==> src/rtl/pedf_pkg.sv <==
`default_nettype none
// ----------------------------------------------------------------------------
// pedf_pkg: shared types and constants of the periodic EDF task dispatcher
// Slot count, field widths, register map and the per-slot status struct.
// ----------------------------------------------------------------------------
package pedf_pkg;

    // register file always holds this many slots
    localparam int SLOT_CAP         = 4;
    localparam int SLOT_W           = 2;

    localparam int NUM_SLOTS_DEF    = 4;
    localparam int TIME_BITS_DEF    = 32;
    localparam int PENDING_BITS_DEF = 4;

    localparam int PERIOD_BITS      = 16;
    localparam int PRIO_BITS        = 8;
    localparam int OUT_BITS         = 32;

    // register map, word index
    localparam int REG_IDX_BITS     = 3;
    localparam logic [REG_IDX_BITS-1:0] REG_PERIOD_BASE = 3'd0;
    localparam logic [REG_IDX_BITS-1:0] REG_PRIO_BASE   = 3'd4;
    localparam int APB_ADDR_BITS    = 5;
    localparam int APB_DATA_BITS    = 32;

    typedef struct packed {
        logic pending;   // slot has an instance waiting after this tick's release
        logic used;      // nonzero period
    } t_slot_stat;

endpackage : pedf_pkg
`default_nettype wire

==> src/rtl/pedf_slot.sv <==
`default_nettype none
// ----------------------------------------------------------------------------
// pedf_slot: one task slot of the dispatcher
// Holds the slot's next deadline and pending count, releases an instance when
// the deadline is reached and advances the deadline with saturation.
// ----------------------------------------------------------------------------
module pedf_slot #(
    parameter int TIME_BITS    = 32,
    parameter int PENDING_BITS = 4
) (
    input  wire logic                             i_clk,
    input  wire logic                             i_rst_n,
    input  wire logic                             i_step,
    input  wire logic                             i_take,
    input  wire logic [TIME_BITS-1:0]             i_now,
    input  wire logic [pedf_pkg::PERIOD_BITS-1:0] i_period,
    output logic      [TIME_BITS-1:0]             o_due,
    output pedf_pkg::t_slot_stat                  o_stat
);
    import pedf_pkg::*;

    localparam int SUM_W = TIME_BITS + 1;
    localparam logic [PENDING_BITS-1:0] PEND_MAX = {PENDING_BITS{1'b1}};

    logic [TIME_BITS-1:0]    r_due;
    logic [PENDING_BITS-1:0] r_pend;

    logic                    w_used;
    logic                    w_rel;
    logic [SUM_W-1:0]        w_sum;
    logic [TIME_BITS-1:0]    n_due;
    logic [PENDING_BITS-1:0] w_pend_rel;
    logic [PENDING_BITS-1:0] n_pend;

    always_comb begin
        w_used = (i_period != '0);
        w_rel  = w_used && (r_due <= i_now);
        w_sum  = {1'b0, r_due} + SUM_W'(i_period);
        n_due  = r_due;
        if (w_rel) begin
            // saturate at the largest time
            n_due = w_sum[TIME_BITS] ? {TIME_BITS{1'b1}} : w_sum[TIME_BITS-1:0];
        end
        w_pend_rel = r_pend;
        if (w_rel && (r_pend != PEND_MAX)) begin
            w_pend_rel = r_pend + PENDING_BITS'(1);
        end
        n_pend = w_pend_rel;
        if (i_take) begin
            n_pend = w_pend_rel - PENDING_BITS'(1);
        end
    end

    assign o_due          = n_due;
    assign o_stat.pending = (w_pend_rel != '0);
    assign o_stat.used    = w_used;

    always_ff @(posedge i_clk) begin
        if (!i_rst_n) begin
            r_due  <= '0;
            r_pend <= '0;
        end else if (i_step) begin
            r_due  <= n_due;
            r_pend <= n_pend;
        end
    end

endmodule : pedf_slot
`default_nettype wire

==> src/rtl/periodic_edf_task_dispatcher.sv <==
`default_nettype none
// ----------------------------------------------------------------------------
// periodic_edf_task_dispatcher: earliest-deadline-first dispatcher for
// periodic task slots
//
// Each input item carries the current time. Every used slot (nonzero period)
// whose deadline has been reached gains one pending instance and its deadline
// advances by its period. The pending slot with the earliest deadline is then
// dispatched (ties: higher priority, then lower slot); with nothing pending the
// earliest deadline of the used slots is reported as the next wake time.
// Input and output channels use valid/stall; one result item per input item.
// An accepted item passes through the input register, then the release/select
// logic for all slots feeding the result register. One item is accepted per
// cycle while the receiver does not stall; the slot state update, a compare,
// saturating add and four-way deadline compare, sits between the two registers.
// While the receiver stalls, the result register holds and the input register
// fills; the input channel then stalls until the result is taken.
// Reset clears all deadlines, pending counts, periods and priorities, so every
// slot is due as soon as its period is written. The user writes periods and
// priorities over the APB port only while no item is in flight; not enforced.
// ----------------------------------------------------------------------------
module periodic_edf_task_dispatcher #(
    parameter int NUM_SLOTS    = pedf_pkg::NUM_SLOTS_DEF,
    parameter int TIME_BITS    = pedf_pkg::TIME_BITS_DEF,
    parameter int PENDING_BITS = pedf_pkg::PENDING_BITS_DEF
) (
    input  wire logic                               i_clk,
    input  wire logic                               i_rst_n,
    // input channel
    input  wire logic                               i_valid,
    output logic                                    o_stall,
    input  wire logic [31:0]                        i_now_time,
    // output channel
    output logic                                    o_valid,
    input  wire logic                               i_stall,
    output logic                                    o_dispatched,
    output logic [pedf_pkg::SLOT_W-1:0]             o_task_slot,
    output logic [pedf_pkg::OUT_BITS-1:0]           o_task_deadline,
    output logic [pedf_pkg::OUT_BITS-1:0]           o_next_wake,
    // configuration
    input  wire logic                               psel,
    input  wire logic                               penable,
    input  wire logic                               pwrite,
    input  wire logic [pedf_pkg::APB_ADDR_BITS-1:0] paddr,
    input  wire logic [pedf_pkg::APB_DATA_BITS-1:0] pwdata,
    output logic      [pedf_pkg::APB_DATA_BITS-1:0] prdata,
    output logic                                    pready
);
    import pedf_pkg::*;

    localparam int EXT_W = (TIME_BITS > OUT_BITS) ? TIME_BITS : OUT_BITS;

    // configuration registers
    logic [PERIOD_BITS-1:0] r_period [SLOT_CAP];
    logic [PRIO_BITS-1:0]   r_prio   [SLOT_CAP];

    logic                    w_cfg_wr;
    logic [REG_IDX_BITS-1:0] w_reg_idx;
    logic [SLOT_W-1:0]       w_reg_slot;

    assign pready     = 1'b1;
    assign w_cfg_wr   = psel && penable && pwrite && pready;
    assign w_reg_idx  = paddr[APB_ADDR_BITS-1:2];
    assign w_reg_slot = w_reg_idx[SLOT_W-1:0];

    always_ff @(posedge i_clk) begin
        if (!i_rst_n) begin
            for (int s = 0; s < SLOT_CAP; s++) begin
                r_period[s] <= '0;
                r_prio[s]   <= '0;
            end
        end else if (w_cfg_wr) begin
            if (w_reg_idx < REG_PRIO_BASE) begin
                r_period[w_reg_slot] <= pwdata[PERIOD_BITS-1:0];
            end else begin
                r_prio[w_reg_slot] <= pwdata[PRIO_BITS-1:0];
            end
        end
    end

    always_comb begin
        if (w_reg_idx < REG_PRIO_BASE) begin
            prdata = APB_DATA_BITS'(r_period[w_reg_slot]);
        end else begin
            prdata = APB_DATA_BITS'(r_prio[w_reg_slot]);
        end
    end

    // input register and stage control
    logic                 r_in_vld;
    logic [TIME_BITS-1:0] r_now;
    logic                 r_out_vld;
    logic                 w_adv;
    logic                 w_in_acc;
    logic [EXT_W-1:0]     w_now_ext;

    assign w_adv     = r_in_vld && (!r_out_vld || !i_stall);
    assign o_stall   = r_in_vld && !w_adv;
    assign w_in_acc  = i_valid && !o_stall;
    assign w_now_ext = EXT_W'(i_now_time);
    assign o_valid   = r_out_vld;

    always_ff @(posedge i_clk) begin
        if (!i_rst_n) begin
            r_in_vld <= 1'b0;
        end else if (w_in_acc) begin
            r_in_vld <= 1'b1;
        end else if (w_adv) begin
            r_in_vld <= 1'b0;
        end
    end

    always_ff @(posedge i_clk) begin
        if (w_in_acc) begin
            r_now <= w_now_ext[TIME_BITS-1:0];
        end
    end

    // slots
    logic [TIME_BITS-1:0] w_due  [NUM_SLOTS];
    t_slot_stat           w_stat [NUM_SLOTS];
    logic                 w_best_vld;
    logic [SLOT_W-1:0]    w_best_idx;
    logic [TIME_BITS-1:0] w_best_due;
    logic [PRIO_BITS-1:0] w_best_prio;
    logic                 w_any_used;
    logic [TIME_BITS-1:0] w_wake;

    for (genvar g = 0; g < NUM_SLOTS; g++) begin : g_slot
        pedf_slot #(
            .TIME_BITS   (TIME_BITS),
            .PENDING_BITS(PENDING_BITS)
        ) u_slot (
            .i_clk   (i_clk),
            .i_rst_n (i_rst_n),
            .i_step  (w_adv),
            .i_take  (w_best_vld && (w_best_idx == SLOT_W'(g))),
            .i_now   (r_now),
            .i_period(r_period[g]),
            .o_due   (w_due[g]),
            .o_stat  (w_stat[g])
        );
    end

    // earliest deadline among pending slots, and among used slots for wake
    always_comb begin
        w_best_vld  = 1'b0;
        w_best_idx  = '0;
        w_best_due  = '0;
        w_best_prio = '0;
        w_any_used  = 1'b0;
        w_wake      = {TIME_BITS{1'b1}};
        for (int s = 0; s < NUM_SLOTS; s++) begin
            if (w_stat[s].pending &&
                (!w_best_vld || (w_due[s] < w_best_due) ||
                 ((w_due[s] == w_best_due) && (r_prio[s] > w_best_prio)))) begin
                w_best_vld  = 1'b1;
                w_best_idx  = SLOT_W'(s);
                w_best_due  = w_due[s];
                w_best_prio = r_prio[s];
            end
            if (w_stat[s].used && (!w_any_used || (w_due[s] < w_wake))) begin
                w_wake = w_due[s];
            end
            w_any_used = w_any_used || w_stat[s].used;
        end
    end

    // result register
    logic [EXT_W-1:0] w_due_ext;
    logic [EXT_W-1:0] w_wake_ext;

    assign w_due_ext  = EXT_W'(w_best_due);
    assign w_wake_ext = EXT_W'(w_wake);

    always_ff @(posedge i_clk) begin
        if (!i_rst_n) begin
            r_out_vld <= 1'b0;
        end else if (w_adv) begin
            r_out_vld <= 1'b1;
        end else if (!i_stall) begin
            r_out_vld <= 1'b0;
        end
    end

    always_ff @(posedge i_clk) begin
        if (w_adv) begin
            o_dispatched <= w_best_vld;
            if (w_best_vld) begin
                o_task_slot     <= w_best_idx;
                o_task_deadline <= w_due_ext[OUT_BITS-1:0];
                o_next_wake     <= '0;
            end else begin
                o_task_slot     <= '0;
                o_task_deadline <= '0;
                // no used slot: never wake
                o_next_wake     <= w_any_used ? w_wake_ext[OUT_BITS-1:0]
                                              : {OUT_BITS{1'b1}};
            end
        end
    end

    // checks
    a_disp_no_wake: assert property (@(posedge i_clk) disable iff (!i_rst_n)
        (r_out_vld && o_dispatched) |-> (o_next_wake == '0))
        else $error("dispatched result carries a wake time");

    a_idle_no_task: assert property (@(posedge i_clk) disable iff (!i_rst_n)
        (r_out_vld && !o_dispatched) |-> ((o_task_slot == '0) && (o_task_deadline == '0)))
        else $error("idle result carries a task");

    a_in_hold: assert property (@(posedge i_clk) disable iff (!i_rst_n)
        (r_in_vld && !w_adv) |=> (r_in_vld && $stable(r_now)))
        else $error("held input item lost or overwritten");

endmodule : periodic_edf_task_dispatcher
`default_nettype wire

==> config.mk <==
export PLATFORM = sky130hd
export DESIGN_NAME = periodic_edf_task_dispatcher
export DESIGN_NICKNAME = d
export VERILOG_FILES = /design/src/rtl/pedf_pkg.sv /design/src/rtl/pedf_slot.sv /design/src/rtl/periodic_edf_task_dispatcher.sv
export SDC_FILE = /design/constraint.sdc
export NUM_CORES = 2
export LEC_CHECK = 0
export BUFFER_PORTS_ARGS = -buffer_cell sky130_fd_sc_hd__buf_2
export CAP_MARGIN = 5
export CELL_PAD_IN_SITES_DETAIL_PLACEMENT = 1
export CELL_PAD_IN_SITES_GLOBAL_PLACEMENT = 1
export CORE_ASPECT_RATIO = 0.6
export CORE_MARGIN = 1.5
export CORE_UTILIZATION = 48
export CTS_CLUSTER_DIAMETER = 120
export DETAILED_ROUTE_END_ITERATION = 6
export HOLD_SLACK_MARGIN = 0.08
export PLACE_DENSITY_LB_ADDON = 0.15
export SLEW_MARGIN = 0
export SYNTH_ARGS = -nofsm -noshare
export SYNTH_HDL_FRONTEND = slang
export SYNTH_SLANG_ARGS = --single-unit
==> constraint.sdc <==
create_clock -name i_clk -period 12.6 [get_ports i_clk]
set_clock_uncertainty 0.05 [all_clocks]
set_input_delay 2.52 -clock i_clk [delete_from_list [all_inputs] [get_ports i_clk]]
set_output_delay 2.52 -clock i_clk [all_outputs]
set_load 0.005 [all_outputs]
==> impl_metrics.yaml <==
worst_setup_path:
  critPathMaxFanout: 15
  crit_top_cell: "buf_4"
  crit_arrival_ns: 12.84
  critical_path_class: "flip-flop to flip-flop"
  start_kind: "flip-flop"
  crit_start: "r_now[7]"
  required_ns: 13.03
  timing.rr.start: "r_now[7]"
  cp-end-kind: "flip-flop"
  worstRegToRegCells: 57
  critPathMaxStageDelay_ns: 0.50
  cp_slowest_cell: "mux2i_1"
clock_network:
  cts_buffer_depth: 3
  clock_sinks: 341
  cts-root-buf: "clkbuf_16"
  numCtsBuffers: 38
  tritoncts: "done"
  htree_levels: 2
  ctsHoldBuffers: 0
  insertion_delay_ns: 0.62
  clk_pin_slew_ns: 0.08
layout:
  final_cell_mix: "ha_1 (412), nand2_1 (367), buf_4 (343)"
  drive_gt1_share_pct: 19.5
  area_delta_synth_final_pct: 19.3
  nets: 4346
  multi_input_area_um2: 20200
  layout_commonest_cell: "ha_1"
  seqCellArea_um2: 8780
  n_fill_cell: 7199
route:
  drtIter0Drc: 3779
  drt_pre_antenna_iters: 6
  post-route-drc-count: 0
  wire_per_inst_um: 29.5
  wirelength_mm: 139
  ant_nets: 0
  via_per_inst: 6.54
  vias: 30800
die:
  die_x_um: 325
  dieArea_um2: 63600
  row_count: 70
  start_util_pct: 48.7
  die_h_um: 196
  io_pins: 178
  design.core.area_um2: 61100
pwr:
  power_density_nw_per_um2: 147
  p_leak_uw: 0.0159
  ir_drop_v: 0.000105
global_route:
  top_usage_layer: "met2"
  gr-usage-met3_pct: 12.8
  grtUsageMet1_pct: 60.5
  grtUsageMet2_pct: 61.6
  grt.total_usage_pct: 42.6
  grt_pass1_vias: 31000
  grt_pass1_wl_mm: 203
  overflow: 0
  grt_max_degree: 64
  antenna_found_initial: 10
timing:
  tightest_slew_ns: 1.20
  relSlewSlack_pct: 19.5
  fin_crit_sh_pct: 98.5
  setup_tns_ns: 0
  slew_violations: 0
  whs_ns: 0.444
  finalHoldViolations: 0
  fmax_mhz: 80.6
  finalSetupViolCount: 0
  fin_crit_ns: 12.41
logic_synthesis:
  avgSynthCellArea_um2: 8.64
  synth_warnings: 0
  ys_ff_latch: 341
  synthDistinctLibCells: 94
  ys_seq_area_share_pct: 29.5
  async_flop_share_pct: 0
  synth_area_um2: 29800
  synth-main-ff-cell: "edfxtp_1"
  postSynthCellCount: 3451
  synth_edf_count: 195
job:
  drv_cap: 0
placed_design:
  io_buffers: 142
  gp_congestion: 1.00
  hpwl_mm: 110
status:
  status: "completed"
hold_path:
  hold_depth: 2
  hold_class: "flip-flop to flip-flop"
  min_from: "g_slot[3].u_slot.r_due[0]"
state kept, by name (all words and copies together) (netlist names):
name,count
r_in_vld,1
o_task_deadline,32
g_slot.u_slot.r_pend,16
g_slot.u_slot.r_due,128
r_prio,32
r_period,64
o_next_wake,32
o_task_slot,2
o_dispatched,1
r_now,32
o_valid,1
routing by layer:
metal / part of all wire [%] / up-vias
met4: 3.0 / 2
met3: 13 / 230
li1: - / 13500
met2: 41 / 1636
met5: 0.0058 / -
met1: 43 / 15400
worst paths after layout:
| check | slack [ns] | endpoint |
|---|---|---|
| worst max-delay path | 0.19 | g_slot[0].u_slot.r_pend[1] |
| worst min-delay path | 0.44 | g_slot[3].u_slot.r_due[0] |
| worst max register to register | 0.19 | g_slot[0].u_slot.r_pend[1] |
| worst min register to register | 0.44 | g_slot[3].u_slot.r_due[0] |
area by class of cell:
type / instances / area share (%)
diodes: 3 / 0.0211
clock buffers: 47 / 2.86
clock inverters: 23 / 1.02
inverters: 150 / 1.64
multi-input cells: 2818 / 56.9
flip-flops and latches: 341 / 24.7
well taps: 828 / 2.91
repair buffers: 501 / 9.97
cell usage after synthesis (all sizes together) (8+ instances only):
cell | count | area share, %
and3 | 53 | 1.1
nor3 | 60 | 1.0
a211o | 10 | 0.29
o221a | 8 | 0.30
nand3 | 79 | 1.3
nor4 | 36 | 0.82
nand4 | 81 | 1.7
nor2b | 42 | 0.88
a311oi | 11 | 0.34
and4 | 21 | 0.63
a31oi | 55 | 1.2
edfxtp | 195 | 20
nand2b | 46 | 0.97
o21bai | 14 | 0.35
mux4 | 24 | 1.8
or3 | 11 | 0.23
a21oi | 284 | 4.8
mux2 | 51 | 1.9
a211oi | 50 | 1.3
xnor2 | 45 | 1.3
dfxtp | 146 | 9.8
o211ai | 25 | 0.65
nor2 | 296 | 3.7
and2 | 111 | 2.3
o31ai | 17 | 0.43
mux2i | 75 | 2.5
xor2 | 33 | 0.97
or2 | 17 | 0.36
inv | 149 | 1.9
clkbuf | 104 | 1.3
o2111ai | 9 | 0.26
buf | 53 | 1.1
o21a | 52 | 1.3
a21o | 94 | 2.4
o21ai | 195 | 3.3
ha | 416 | 17
nand2 | 368 | 4.6
per-stage QoR:
stage          area [um^2]  worst slack [ns]  total power, uW  instances  util, %
4_1_cts              35100           0.00963             5080       4700     57.5
6_report             35600             0.191             5210       4711     58.2
2_1_floorplan        29900              1.31             2640       3466        -
5_1_grt              35500           -0.0478             5410       4708     58.1
3_3_place_gp         33700            -0.105             3630       4629     55.1
3_5_place_dp         33700            -0.541             3760       4629     55.1
report_power, final:
part / internal (uW) / total, uW / switching, uW
registers: 1260 / 1350 / 94.0
logic: 1060 / 2550 / 1490
clock network: 748 / 1310 / 559
total: 3070 / 5210 / 2140
critical path, delay by kind of cell, from the launching register on:
family                   cells  cell delay, ns
adder cells (fa/ha/maj)      5            1.22
multiplexers                 4            1.46
AO/OA/AOI/OAI               14            2.68
flip-flops                   1            0.41
buffers and inverters       11            1.94
AND/OR/NAND/NOR             23            4.50
cells by family (layout without fill, tap and decap cells):
family,after synthesis,after routing,synth area share (%)
other,2,20,0.0252
xor gates and xnor gates,78,78,2.29
AOI/OAI and AO/OA,902,902,19.2
and+or+nand+nor,1251,1251,20.7
muxes,150,150,6.29
buffers and inverters,307,721,4.30
adders and majority gates,420,420,17.7
DFF,341,341,29.5
timing repair:
action | 4_1_cts | 5_1_grt
pin swaps | 1 | 18
buffers inserted | 1 | 8
gates resized for setup | 19 | 70
setup endpoints to repair | 56 | 81
No activity file was read; power rests on OpenSTA's default activity.
